<file path="src/hw/rtl/babs_pkg.sv">
package babs_pkg;

   localparam int unsigned LVL_W     = 4;
   localparam int unsigned REG_IDX_W = 3;
   localparam int unsigned DCASE_W   = 3;

   localparam logic [30:0] BYTE_SCALE = 31'd8000000;

   localparam logic [31:0] RST_SEG_DURATION = 32'd2000000;
   localparam logic [31:0] RST_BUF_MIN      = 32'd12000000;
   localparam logic [31:0] RST_BUF_LOW      = 32'd16000000;
   localparam logic [31:0] RST_BUF_HIGH     = 32'd20000000;
   localparam logic [31:0] RST_BUF_UPPER    = 32'd30000000;
   localparam logic [3:0]  RST_TOP_LEVEL    = 4'd15;

   typedef enum logic [DCASE_W-1:0] {
      DC_FIRST     = 3'd0,
      DC_PANIC     = 3'd1,
      DC_STEP_DOWN = 3'd2,
      DC_STEP_UP   = 3'd3,
      DC_HOLD      = 3'd4,
      DC_BEST_FIT  = 3'd5
   } dcase_type;

   typedef enum logic [REG_IDX_W-1:0] {
      REG_SEG_DURATION = 3'd0,
      REG_BUF_MIN      = 3'd1,
      REG_BUF_LOW      = 3'd2,
      REG_BUF_HIGH     = 3'd3,
      REG_BUF_UPPER    = 3'd4,
      REG_TOP_LEVEL    = 3'd5
   } reg_type;

   typedef enum logic {
      OP_LOAD   = 1'b0,
      OP_DECIDE = 1'b1
   } op_type;

   typedef enum logic [1:0] {
      SK_LAST = 2'd0,
      SK_DOWN = 2'd1,
      SK_UP   = 2'd2,
      SK_BEST = 2'd3
   } scan_type;

endpackage

</file>
<file path="src/hw/rtl/babs_ram.sv">
module babs_ram #(
   parameter int WIDTH = 32,
   parameter int DEPTH = 16
) (
   input  logic                     clock,
   input  logic                     wr_en,
   input  logic [$clog2(DEPTH)-1:0] wr_addr,
   input  logic [WIDTH-1:0]         wr_data,
   input  logic                     rd_en,
   input  logic [$clog2(DEPTH)-1:0] rd_addr,
   output logic [WIDTH-1:0]         rd_data
);

   logic [WIDTH-1:0] mem [DEPTH];

   always_ff @(posedge clock) begin
      if (wr_en) begin
         mem[wr_addr] <= wr_data;
      end
      if (rd_en) begin
         rd_data <= mem[rd_addr];
      end
   end

endmodule

</file>
<file path="src/hw/rtl/buffer_aware_bitrate_select_top.sv">
// A size load writes the size table, and the block is ready again in the next cycle.
// A decision goes from the prepare state straight to the finish state (first
// segment, panic), or else through a walk over the size table: one level per
// cycle through the shared multiplier, after the margin product is formed.
// Throughput is one request at a time; reset is synchronous and active high,
// restores the register defaults and level 0, and leaves the size table unset.
module buffer_aware_bitrate_select_top #(
   parameter int MAX_LEVELS = 16
) (
   input  logic                                clock,
   input  logic                                reset,
   input  logic                                req_valid,
   output logic                                req_ready,
   input  logic                                req_op,
   input  logic [babs_pkg::LVL_W-1:0]          req_level_index,
   input  logic [31:0]                         req_segment_bytes,
   input  logic                                req_first_segment,
   input  logic signed [31:0]                  req_buffer_level_us,
   input  logic [30:0]                         req_elapsed_us,
   input  logic [33:0]                         req_bandwidth_bps,
   output logic                                rsp_valid,
   input  logic                                rsp_ready,
   output logic [babs_pkg::LVL_W-1:0]          rsp_chosen_level,
   output logic [babs_pkg::DCASE_W-1:0]        rsp_decision_case,
   output logic [31:0]                         rsp_download_delay_us,
   output logic                                rsp_delay_applied,
   input  logic                                csr_valid,
   output logic                                csr_ready,
   input  logic [babs_pkg::REG_IDX_W-1:0]      csr_index,
   input  logic [31:0]                         csr_wdata
);

   import babs_pkg::*;

   localparam int AW      = $clog2(MAX_LEVELS);
   localparam int TOP_CAP = (MAX_LEVELS - 1 > 15) ? 15 : MAX_LEVELS - 1;

   typedef enum logic [4:0] {
      ST_IDLE  = 5'b00001,
      ST_PREP  = 5'b00010,
      ST_AVAIL = 5'b00100,
      ST_SCAN  = 5'b01000,
      ST_FIN   = 5'b10000
   } state_type;

   state_type         state_ff, state_in;
   logic [31:0]       dur_ff, dur_in;
   logic [31:0]       min_ff, min_in;
   logic [31:0]       low_ff, low_in;
   logic [31:0]       high_ff, high_in;
   logic [31:0]       upper_ff, upper_in;
   logic [3:0]        top_level_ff, top_level_in;
   logic [3:0]        last_ff, last_in;

   logic              first_ff, first_in;
   logic [33:0]       bw_ff, bw_in;
   logic signed [33:0] now_ff, now_in;
   logic [30:0]       mmin_ff, mmin_in;
   logic [30:0]       mlow_ff, mlow_in;
   logic              low_band_ff, low_band_in;
   logic              above_ff, above_in;
   logic              applied_ff, applied_in;
   logic [30:0]       dhi_ff, dhi_in;
   logic [33:0]       ovl_ff, ovl_in;

   logic [64:0]       avail_ff, avail_in;
   logic [64:0]       need_ff, need_in;
   scan_type          kind_ff, kind_in;
   logic [3:0]        scan_idx_ff, scan_idx_in;
   logic [4:0]        left_ff, left_in;
   logic              p1_vld_ff, p1_vld_in;
   logic [3:0]        p1_idx_ff, p1_idx_in;
   logic              p2_vld_ff, p2_vld_in;
   logic [3:0]        p2_idx_ff, p2_idx_in;

   logic [3:0]        res_lvl_ff, res_lvl_in;
   dcase_type         res_case_ff, res_case_in;

   logic              rsp_valid_ff, rsp_valid_in;
   logic [3:0]        out_lvl_ff, out_lvl_in;
   dcase_type         out_case_ff, out_case_in;
   logic [31:0]       out_delay_ff, out_delay_in;
   logic              out_applied_ff, out_applied_in;

   logic              req_fire;
   logic              csr_fire;
   logic              ram_we;
   logic              ram_re;
   logic [31:0]       ram_rdata;
   logic [33:0]       mul_a;
   logic [30:0]       mul_b;
   logic [64:0]       product;
   logic [3:0]        top_eff;

   logic signed [34:0] now_x;
   logic signed [34:0] mmin_x;
   logic signed [34:0] mlow_x;
   logic signed [34:0] dhi_x;
   logic signed [34:0] ovl_x;
   logic [34:0]        dsum;

   logic              fit;
   logic              want;
   logic              hit;
   logic              exhausted;
   logic [3:0]        down_base;

   assign req_fire  = req_valid && req_ready;
   assign csr_fire  = csr_valid && csr_ready;
   assign req_ready = (state_ff == ST_IDLE);
   assign csr_ready = 1'b1;

   assign ram_we = req_fire && (req_op == OP_LOAD) &&
                   ({28'd0, req_level_index} < 32'(MAX_LEVELS));

   babs_ram #(
      .WIDTH (32),
      .DEPTH (MAX_LEVELS)
   ) u_size_ram (
      .clock   (clock),
      .wr_en   (ram_we),
      .wr_addr (AW'(req_level_index)),
      .wr_data (req_segment_bytes),
      .rd_en   (ram_re),
      .rd_addr (AW'(scan_idx_ff)),
      .rd_data (ram_rdata)
   );

   assign top_eff = (top_level_ff > 4'(TOP_CAP)) ? 4'(TOP_CAP) : top_level_ff;

   assign now_x  = {now_ff[33], now_ff};
   assign mmin_x = now_x - $signed({3'd0, min_ff});
   assign mlow_x = now_x - $signed({3'd0, low_ff});
   assign dhi_x  = now_x - $signed({3'd0, high_ff});
   assign ovl_x  = $signed({3'd0, high_ff}) - $signed({3'd0, upper_ff}) +
                   $signed({3'd0, dur_ff});

   assign dsum = {4'd0, dhi_ff} + {1'b0, ovl_ff};

   assign mul_a   = (state_ff == ST_AVAIL) ? bw_ff : {2'd0, ram_rdata};
   assign mul_b   = (state_ff == ST_AVAIL) ? ((kind_ff == SK_BEST) ? mlow_ff : mmin_ff)
                                           : BYTE_SCALE;
   assign product = {31'd0, mul_a} * {34'd0, mul_b};

   assign fit       = (bw_ff != 34'd0) && (need_ff <= avail_ff);
   assign want      = (kind_ff == SK_UP) || (kind_ff == SK_BEST);
   assign hit       = p2_vld_ff && (fit == want);
   assign exhausted = (left_ff == 5'd0) && !p1_vld_ff && !p2_vld_ff;
   assign down_base = hit ? p2_idx_ff : last_ff;

   always_comb begin
      state_in       = state_ff;
      dur_in         = dur_ff;
      min_in         = min_ff;
      low_in         = low_ff;
      high_in        = high_ff;
      upper_in       = upper_ff;
      top_level_in   = top_level_ff;
      last_in        = last_ff;
      first_in       = first_ff;
      bw_in          = bw_ff;
      now_in         = now_ff;
      mmin_in        = mmin_ff;
      mlow_in        = mlow_ff;
      low_band_in    = low_band_ff;
      above_in       = above_ff;
      applied_in     = applied_ff;
      dhi_in         = dhi_ff;
      ovl_in         = ovl_ff;
      avail_in       = avail_ff;
      need_in        = need_ff;
      kind_in        = kind_ff;
      scan_idx_in    = scan_idx_ff;
      left_in        = left_ff;
      p1_vld_in      = p1_vld_ff;
      p1_idx_in      = p1_idx_ff;
      p2_vld_in      = p2_vld_ff;
      p2_idx_in      = p2_idx_ff;
      res_lvl_in     = res_lvl_ff;
      res_case_in    = res_case_ff;
      rsp_valid_in   = rsp_valid_ff;
      out_lvl_in     = out_lvl_ff;
      out_case_in    = out_case_ff;
      out_delay_in   = out_delay_ff;
      out_applied_in = out_applied_ff;
      ram_re         = 1'b0;

      if (csr_fire) begin
         unique case (csr_index)
            REG_SEG_DURATION: dur_in       = csr_wdata;
            REG_BUF_MIN:      min_in       = csr_wdata;
            REG_BUF_LOW:      low_in       = csr_wdata;
            REG_BUF_HIGH:     high_in      = csr_wdata;
            REG_BUF_UPPER:    upper_in     = csr_wdata;
            REG_TOP_LEVEL:    top_level_in = csr_wdata[3:0];
            default: ;
         endcase
      end

      if (rsp_valid_ff && rsp_ready) begin
         rsp_valid_in = 1'b0;
      end

      unique case (state_ff)
         ST_IDLE: begin
            if (req_fire && (req_op == OP_DECIDE)) begin
               first_in = req_first_segment;
               bw_in    = req_bandwidth_bps;
               now_in   = $signed({{2{req_buffer_level_us[31]}}, req_buffer_level_us}) -
                          $signed({3'd0, req_elapsed_us});
               state_in = ST_PREP;
            end
         end

         ST_PREP: begin
            mmin_in     = mmin_x[30:0];
            mlow_in     = mlow_x[30:0];
            low_band_in = (mlow_x <= 35'sd0);
            above_in    = (dhi_x > 35'sd0);
            applied_in  = !first_ff && (dhi_x > 35'sd0);
            dhi_in      = (!first_ff && (dhi_x > 35'sd0)) ? dhi_x[30:0] : 31'd0;
            ovl_in      = (ovl_x > 35'sd0) ? ovl_x[33:0] : 34'd0;
            if (first_ff) begin
               res_lvl_in  = last_ff;
               res_case_in = DC_FIRST;
               state_in    = ST_FIN;
            end else if (mmin_x <= 35'sd0) begin
               res_lvl_in  = 4'd0;
               res_case_in = DC_PANIC;
               state_in    = ST_FIN;
            end else begin
               kind_in     = SK_LAST;
               scan_idx_in = last_ff;
               left_in     = 5'd1;
               state_in    = ST_AVAIL;
            end
         end

         ST_AVAIL: begin
            avail_in  = product;
            p1_vld_in = 1'b0;
            p2_vld_in = 1'b0;
            state_in  = ST_SCAN;
         end

         ST_SCAN: begin
            p2_vld_in = p1_vld_ff;
            p2_idx_in = p1_idx_ff;
            need_in   = product;
            p1_vld_in = (left_ff != 5'd0);
            p1_idx_in = scan_idx_ff;
            if (left_ff != 5'd0) begin
               ram_re      = 1'b1;
               left_in     = left_ff - 5'd1;
               scan_idx_in = (kind_ff == SK_DOWN) ? scan_idx_ff + 4'd1 : scan_idx_ff - 4'd1;
            end
            if (hit || exhausted) begin
               p1_vld_in = 1'b0;
               p2_vld_in = 1'b0;
               left_in   = 5'd0;
               unique case (kind_ff)
                  SK_LAST: begin
                     if (hit) begin
                        kind_in     = SK_DOWN;
                        scan_idx_in = 4'd0;
                        left_in     = {1'b0, last_ff};
                     end else if (low_band_ff) begin
                        if (last_ff < top_eff) begin
                           kind_in     = SK_UP;
                           scan_idx_in = last_ff + 4'd1;
                           left_in     = 5'd1;
                        end else begin
                           res_lvl_in  = last_ff;
                           res_case_in = DC_HOLD;
                           state_in    = ST_FIN;
                        end
                     end else begin
                        kind_in     = SK_BEST;
                        scan_idx_in = top_eff;
                        left_in     = (top_eff >= last_ff) ?
                                      5'(top_eff) - 5'(last_ff) + 5'd1 : 5'd0;
                        if (above_ff) begin
                           state_in = ST_AVAIL;
                        end
                     end
                  end
                  SK_DOWN: begin
                     res_lvl_in  = (down_base == 4'd0) ? 4'd0 : down_base - 4'd1;
                     res_case_in = DC_STEP_DOWN;
                     state_in    = ST_FIN;
                  end
                  SK_UP: begin
                     res_lvl_in  = hit ? last_ff + 4'd1 : last_ff;
                     res_case_in = hit ? DC_STEP_UP : DC_HOLD;
                     state_in    = ST_FIN;
                  end
                  SK_BEST: begin
                     if (hit) begin
                        res_lvl_in = p2_idx_ff;
                     end else if (top_eff >= last_ff) begin
                        res_lvl_in = (last_ff == 4'd0) ? 4'd0 : last_ff - 4'd1;
                     end else begin
                        res_lvl_in = top_eff;
                     end
                     res_case_in = DC_BEST_FIT;
                     state_in    = ST_FIN;
                  end
                  default: state_in = ST_IDLE;
               endcase
            end
         end

         ST_FIN: begin
            if (!rsp_valid_ff || rsp_ready) begin
               rsp_valid_in   = 1'b1;
               out_lvl_in     = res_lvl_ff;
               out_case_in    = res_case_ff;
               out_applied_in = applied_ff;
               out_delay_in   = (dsum[34:32] != 3'd0) ? 32'hFFFF_FFFF : dsum[31:0];
               last_in        = res_lvl_ff;
               state_in       = ST_IDLE;
            end
         end

         default: state_in = ST_IDLE;
      endcase
   end

   always_ff @(posedge clock) begin
      if (reset) begin
         state_ff     <= ST_IDLE;
         dur_ff       <= RST_SEG_DURATION;
         min_ff       <= RST_BUF_MIN;
         low_ff       <= RST_BUF_LOW;
         high_ff      <= RST_BUF_HIGH;
         upper_ff     <= RST_BUF_UPPER;
         top_level_ff <= RST_TOP_LEVEL;
         last_ff      <= 4'd0;
         left_ff      <= 5'd0;
         p1_vld_ff    <= 1'b0;
         p2_vld_ff    <= 1'b0;
         rsp_valid_ff <= 1'b0;
      end else begin
         state_ff     <= state_in;
         dur_ff       <= dur_in;
         min_ff       <= min_in;
         low_ff       <= low_in;
         high_ff      <= high_in;
         upper_ff     <= upper_in;
         top_level_ff <= top_level_in;
         last_ff      <= last_in;
         left_ff      <= left_in;
         p1_vld_ff    <= p1_vld_in;
         p2_vld_ff    <= p2_vld_in;
         rsp_valid_ff <= rsp_valid_in;
      end
   end

   always_ff @(posedge clock) begin
      first_ff       <= first_in;
      bw_ff          <= bw_in;
      now_ff         <= now_in;
      mmin_ff        <= mmin_in;
      mlow_ff        <= mlow_in;
      low_band_ff    <= low_band_in;
      above_ff       <= above_in;
      applied_ff     <= applied_in;
      dhi_ff         <= dhi_in;
      ovl_ff         <= ovl_in;
      avail_ff       <= avail_in;
      need_ff        <= need_in;
      kind_ff        <= kind_in;
      scan_idx_ff    <= scan_idx_in;
      p1_idx_ff      <= p1_idx_in;
      p2_idx_ff      <= p2_idx_in;
      res_lvl_ff     <= res_lvl_in;
      res_case_ff    <= res_case_in;
      out_lvl_ff     <= out_lvl_in;
      out_case_ff    <= out_case_in;
      out_delay_ff   <= out_delay_in;
      out_applied_ff <= out_applied_in;
   end

   assign rsp_valid             = rsp_valid_ff;
   assign rsp_chosen_level      = out_lvl_ff;
   assign rsp_decision_case     = out_case_ff;
   assign rsp_download_delay_us = out_delay_ff;
   assign rsp_delay_applied     = out_applied_ff;

`ifndef SYNTHESIS
   a_pipe_in_scan: assert property (@(posedge clock) disable iff (reset)
      (p1_vld_ff || p2_vld_ff) |-> (state_ff == ST_SCAN))
      else $error("table walk pipeline busy outside the scan state");

   a_rsp_from_fin: assert property (@(posedge clock) disable iff (reset)
      $rose(rsp_valid_ff) |-> $past(state_ff == ST_FIN))
      else $error("result raised without a finished decision");

   a_first_no_delay: assert property (@(posedge clock) disable iff (reset)
      (rsp_valid_ff && (out_case_ff == DC_FIRST)) |-> !out_applied_ff)
      else $error("first segment reported an applied delay");

   a_panic_level_zero: assert property (@(posedge clock) disable iff (reset)
      (rsp_valid_ff && (out_case_ff == DC_PANIC)) |-> (out_lvl_ff == 4'd0))
      else $error("panic decision did not select level zero");
`endif

endmodule
</file>
<file path="config.mk">
export PLATFORM = sky130hd
export DESIGN_NAME = buffer_aware_bitrate_select_top
export DESIGN_NICKNAME = d
export VERILOG_FILES = /design/src/hw/rtl/babs_pkg.sv /design/src/hw/rtl/babs_ram.sv /design/src/hw/rtl/buffer_aware_bitrate_select_top.sv
export SDC_FILE = /design/constraint.sdc
export NUM_CORES = 2
export LEC_CHECK = 0
export BUFFER_PORTS_ARGS = -buffer_cell sky130_fd_sc_hd__buf_2
export CAP_MARGIN = 20
export CORE_UTILIZATION = 45
export CTS_CLUSTER_DIAMETER = 40
export DETAILED_ROUTE_END_ITERATION = 16
export GPL_TIMING_DRIVEN = 0
export HOLD_SLACK_MARGIN = 0.03
export PLACE_DENSITY_LB_ADDON = 0.2
export SKIP_LAST_GASP = 1
export SLEW_MARGIN = 10
export SYNTH_ARGS = -nofsm -noshare
export SYNTH_HDL_FRONTEND = slang
export SYNTH_SLANG_ARGS = --single-unit
</file>
<file path="constraint.sdc">
create_clock -name clock -period 18.23 [get_ports clock]
set_clock_uncertainty 0.2 [all_clocks]
set_input_delay 2.7345 -clock clock [delete_from_list [all_inputs] [get_ports clock]]
set_output_delay 2.7345 -clock clock [all_outputs]
set_load 0.02 [all_outputs]
</file>
-- After elaboration in Yosys (flattened, before gate mapping)
Memories as Yosys holds them, arrays and structs flattened. A register that Yosys moved wholly into a read port is not among the register bits.
Cells that the tools add are included.
Widths: inputs -> output; s select.
- register bits: 570
- bits in writable memories: 512
- bits of input ports: 175
- memories: 1
- add/subtract/negate cells: 15
- multipliers: 1
- magnitude comparators: 8
- equal/unequal tests: 28
- mux-type cells: 77
- bitwise operators: 1
- reductions and logical operators: 40
- memories (memory ; words ; bits a word ; read ports ; clocked after Yosys merged registers in ; wr ports ; line ; RTL):
    u_size_ram.mem ; 16 ; 32 ; 1 ; 1 ; 1 ; babs_ram.sv:14 ; logic [WIDTH-1:0] mem [DEPTH];
- operators by type and width (cell ; count):
    $sub 33x33->34 ; 3
    $mux 4 ; 22
    $mux 5 ; 17
    $le 35x1->1 const B ; 2
    $sub 32x32->33 ; 2
    $le 65x65->1 ; 1
    $mul 34x31->65 ; 1
    $mux 31 ; 2
    $add 31x34->35 ; 1
    $gt 35x1->1 const B ; 1
    $add 33x33->34 ; 1
    $gt 34x1->1 const B ; 1
    $mux 34 ; 1
    $reduce_bool 34->1 ; 1
    $pmux 5 s5 ; 1
    $mux 3 ; 7
    $pmux 5 s2 ; 2
    $reduce_and 6->1 ; 3
    $pmux 4 s2 ; 2
    $pmux 4 s4 ; 1
    $reduce_and 2->1 ; 8
    $ne 3x3->1 const B ; 5
    $mux 2 ; 7
    $ne 4x4->1 const B ; 3
    40 further kinds ; 75

-- Longest topological paths before layout
- word-level depth: 10
- mapped depth: 36

-- Hierarchy
A second synthesis with hierarchy kept.
- cell total of the unflattened synthesis: 8124
- area total of the unflattened synthesis: 86739.4 µm²
- modules (own cells, without submodules) (module ; instances ; cells an instance ; area an instance (µm²) ; sequential area each (µm²)):
    buffer_aware_bitrate_select_top ; 1 ; 7286 ; 66583.9 ; 15304.7
    babs_ram ; 1 ; 838 ; 20155.6 ; 16335.7

-- Worst setup path after synthesis
No wires, ideal clock.
- path kind: reg2reg
- from: reg state_ff[1]
- to: reg avail_ff[61], data pin
- setup time: 0.266 ns
- arrival time: 10.521 ns
- data required time: 17.764 ns
- path slack: 7.243 ns
- cell stages (with the launch flop): 32
- path buffers: 3
- clock period less this slack: 10.987 ns
- cell sequence: dfxtp_1 -> nor2_1 -> nand3_1 -> inv_1 -> clkbuf_1 -> clkbuf_1 -> buf_1 -> nand3_1 -> fa_1 -> fa_1 -> inv_1 -> fa_1 -> fa_1 -> fa_1 -> fa_1 -> fa_1 -> inv_1 -> fa_1 -> inv_1 -> ha_1 -> a21o_1 -> a21oi_1 -> nor2b_1 -> a311oi_1 -> a21boi_0 -> a2111oi_1 -> o31ai_1 -> or4_1 -> a31oi_1 -> nor3_1 -> a211oi_1 -> xnor2_1
- word-level cells in the longest chain between the ends: 3
- ends and longest elaborated chain (item ; line ; RTL):
    start: declaration ; buffer_aware_bitrate_select_top.sv:46 ; state_type state_ff, state_in;
    start signal: assignment ; buffer_aware_bitrate_select_top.sv:344 ; state_ff <= state_in;
    $eq 5x3->1 (*) ; buffer_aware_bitrate_select_top.sv:140, buffer_aware_bitrate_select_top.sv:141 ;
    $mux 34 / $mux 31 (equally long branches) ; buffer_aware_bitrate_select_top.sv:140, buffer_aware_bitrate_select_top.sv:141 ;
    $mul 34x31->65 (*) ; buffer_aware_bitrate_select_top.sv:143 ; assign product = {31'd0, mul_a} * {34'd0, mul_b};
    via product[61] ; buffer_aware_bitrate_select_top.sv:92 ; logic [64:0] product;
    end signal: assignment ; buffer_aware_bitrate_select_top.sv:370 ; avail_ff <= avail_in;
    end: declaration ; buffer_aware_bitrate_select_top.sv:66 ; logic [64:0] avail_ff, avail_in;
The timed path passes the listed nets; every way through them passes the cells marked *.
A chain may end at the register's enable or synchronous reset.

-- Worst setup path after layout
Ends and elaborated chain as after synthesis.

==> flow_summary.ini <==
[outcome]
status = finished, final reports clean

[clock_tree]
numCtsBuffers = 162
post_cts_resize_count = 0
cts_tree = yes
clk_path_buf_depth = 3
hold_buffers = 0
clk-insertion-delay-late_ns = 0.86
cts.sinks = 1114
htree_levels = 4
cts_setup_buffers = 0
root_buffer = clkbuf_16
path_clk_slew_ns = 0.06

[worst_setup_path]
critPathLaunchType = flip-flop
ff2ff_path_depth = 31
cp.required_ns = 18.59
reg2reg_slack_ns = 3.66
cp_max_fo = 10
crit_arrival_ns = 14.92
r2r-start = state_ff[1]$_SDFFE_PP0P_
slowest_stage = clkbuf_1
worstSetupPathType = reg -> reg
r2r-end = avail_ff[61]$_DFFE_PP_
crit_path_end_kind = flip-flop
worstPathBufferInverterCount = 5
cpMostUsedCell = fa_1
cpPeakStageDelay_ns = 0.84
crit_family = adder cells

[pwr]
internal-power_uw = 5250
power_frac_seq_pct = 39.8
p_sw_uw = 2170
sw_frac_of_total_pct = 29.2
power.total_uw = 7420
combPwrFrac_pct = 15.4
peakVddDrop_uv = 117
leakage_uw = 0.0421
powerDensity_nw_per_um2 = 74.7
clockPowerShare_pct = 44.8

[cells_and_area]
fillers = 17400
area_growth_pct = 12.9
final_nets = 10400
drive_above_1_share_pct = 9.70

[global_routing]
grt_max_degree = 69
grt_pass1_wl_mm = 469
grt_util_all_layers_pct = 33.3
grt-ovfl-total = 0
antenna_found_initial = 27
grt_pass1_vias = 66400

[floorplan]
design.core.area_um2 = 193000
die_x_um = 444
num_io_pins = 218
fp-row-count = 161
die_h_um = 444
die_area_um2 = 197000
initial_core_util_pct = 45.5

[yosys]
synth_xor_area_share_pct = 2.17
synthSimpleGateAreaFrac_pct = 12.8
synth_compound_area_share_pct = 8.47
syn-cell-area_um2 = 88000
synth_nets = 9923
seq_area_frac_synth_pct = 35.9
synth_top_area_share_pct = 31.8
synth-edff-count = 933
yosysTopAreaCell = edfxtp_1
synth_top_family_by_area = adder cells
synth.area.mux_share_pct = 4.96
synth_cells = 8254
synth_warnings = 0
synth-main-ff-cell = edfxtp_1
synth.avg_cell_area_um2 = 10.7
yosys-top-cells-area = edfxtp_1 32%, fa_1 21%, ha_1 8.0%
synth-adder-area-share_pct = 29.2
synthArstFlopShare_pct = 0
synth-seq-cells = 1114
synthDistinctLibCells = 104

[detailed_routing]
drc = 0
vias_per_cell = 5.81
drtAntennaViolNets = 0
wl_per_cell_um = 28.9
dr.pass1.iters = 6
via_count = 66000
first_iter_violations = 6465
drt-total-wl_mm = 329

[sta]
final_max_slew_viol_count = 0
period_minus_slack_ns = 14.57
final.setup.tns_ns = 0
max_freq_mhz = 68.6
tightest_slew_ns = 1.29
rsz0062_at_grt = false
setup_viol = 0
slew-limit-headroom_pct = 13.8
min_period_over_period_pct = 79.9
hold_viol = 0

[job]
maxCapViolCount = 0

[place]
gp_congestion = 1.09
port_buffers = 214
hpwl_mm = 267

[worst_hold_path]
min_from = res_case_ff[1]$_SDFFCE_PN0P_
hold_end = rsp_decision_case[1]$_DFFE_PP_
hold_path_depth = 0
hp-class = reg -> reg
## Yosys cell counts, drive strengths merged, types with 61 or more instances
| master | n |
|---|---|
| nand2 | 1232 |
| inv | 1171 |
| fa | 934 |
| edfxtp | 933 |
| ha | 560 |
| nor2 | 526 |
| a21oi | 417 |
| clkbuf | 299 |
| o21ai | 186 |
| dfxtp | 181 |
| mux4 | 160 |
| and3 | 154 |
| xnor2 | 148 |
| a21o | 139 |
| nor3 | 123 |
| nand3 | 93 |
| and2 | 83 |
| xor2 | 70 |
| o211ai | 63 |
| nand2b | 61 |
## sequential cells by signal, summed over array words and instances, names as in the netlist, 32 cells and up
| signal | cells |
|---|---|
| ovl_ff | 34 |
| high_ff | 32 |
| bw_ff | 34 |
| need_ff | 65 |
| avail_ff | 65 |
| min_ff | 32 |
| dur_ff | 32 |
| rsp_download_delay_us | 32 |
| upper_ff | 32 |
| u_size_ram.rd_data | 32 |
| now_ff | 33 |
| u_size_ram.mem | 512 |
| low_ff | 32 |
## power by group through the flow
stage	registers [µW]	logic, µW	clock network, µW
after floorplan	2940	684	0
after detailed placement	3000	1110	0
final	2960	1140	3330
after CTS	2950	1120	3380
after global routing	2950	1220	3470
after global placement	3010	1080	0
## layout make-up
type	instances	area, µm²	share of cell area [%]
multi-input combinational	5630	50900	51.2
sequential	1114	31600	31.8
inverter	1172	4400	4.43
clock buffer	179	4210	4.24
tap	2526	3160	3.18
timing repair buffer	280	2040	2.05
clock inverter	124	1700	1.71
buffer	338	1330	1.34
antenna	9	22.5	0.0227
## stage by stage
stage                     worst slack [ns]  util (%)  cell area, µm²  instances  hold WS (ns)
after floorplan                       7.24         -           88000       8254         0.200
after global placement                1.30      47.7           92300      11000         0.203
after detailed placement              3.98      48.3           93400      11100         0.217
after CTS                             3.96      51.4           99300      11400         0.229
after global routing                  3.62      51.4           99400      11400         0.229
final                                 3.66      51.4           99400      11400         0.227
## worst max-delay path by stage
| stage | slack (ns) | depth (start not counted) | to | start |
|---|---|---|---|---|
| floorplan | 7.24 | 31 | avail_ff[61]$_DFFE_PP_ | state_ff[1]$_SDFFE_PP0P_ |
| global placement | 1.30 | 30 | avail_ff[61]$_DFFE_PP_ | state_ff[4]$_SDFFE_PP0P_ |
| detailed placement | 3.98 | 31 | avail_ff[61]$_DFFE_PP_ | state_ff[4]$_SDFFE_PP0P_ |
| CTS | 3.96 | 31 | avail_ff[61]$_DFFE_PP_ | state_ff[1]$_SDFFE_PP0P_ |
| global route | 3.62 | 31 | need_ff[61]$_DFFE_PP_ | state_ff[1]$_SDFFE_PP0P_ |
| finish | 3.66 | 31 | avail_ff[61]$_DFFE_PP_ | state_ff[1]$_SDFFE_PP0P_ |
## cells by family (layout without fill, tap and decap cells)
kind of cell,count (synthesis),in the layout
buffers and inverters,1510,2093
AO/OA/AOI/OAI,1166,1166
other,2,11
XOR/XNOR,218,218
AND/OR/NAND/NOR,2518,2518
flip-flops,1114,1114
adder cells (fa/ha/maj),1494,1494
multiplexers,232,232
## cells in the final DEF, fill, tap and decap left out, types with 55 or more instances in the layout
cell	n
nand2_1	1232
inv_1	1169
fa_1	934
edfxtp_1	933
ha_1	560
nor2_1	512
a21oi_1	414
clkbuf_1	303
buf_2	223
o21ai_0	182
dfxtp_1	181
clkbuf_16	164
mux4_2	160
and3_1	150
xnor2_1	148
a21o_1	138
nor3_1	119
nand3_1	93
and2_1	78
xor2_1	70
o211ai_1	63
nand2b_1	61
o21a_1	55
nand4_1	55
## worst register-to-register path: cells and delay by family (launching register included)
kind / cells / cell delay, ns
xor gates and xnor gates: 1 / 0.14
DFF: 1 / 0.33
adders and majority gates: 9 / 4.72
and+or+nand+nor: 8 / 3.24
buffers and inverters: 5 / 2.81
AOI/OAI and AO/OA: 8 / 2.87
## metal layers
| metal | vias to the layer above | part of all wire [%] | GRT usage [%] |
|---|---|---|---|
| met4 | 16 | 6.1 | 17.1 |
| met1 | 33300 | 41 | 45.1 |
| met3 | 742 | 8.8 | 6.69 |
| li1 | 28800 | - | - |
| met5 | - | 0.032 | 0 |
| met2 | 3152 | 44 | 50.8 |
No activity file was read; power rests on OpenSTA's default activity.
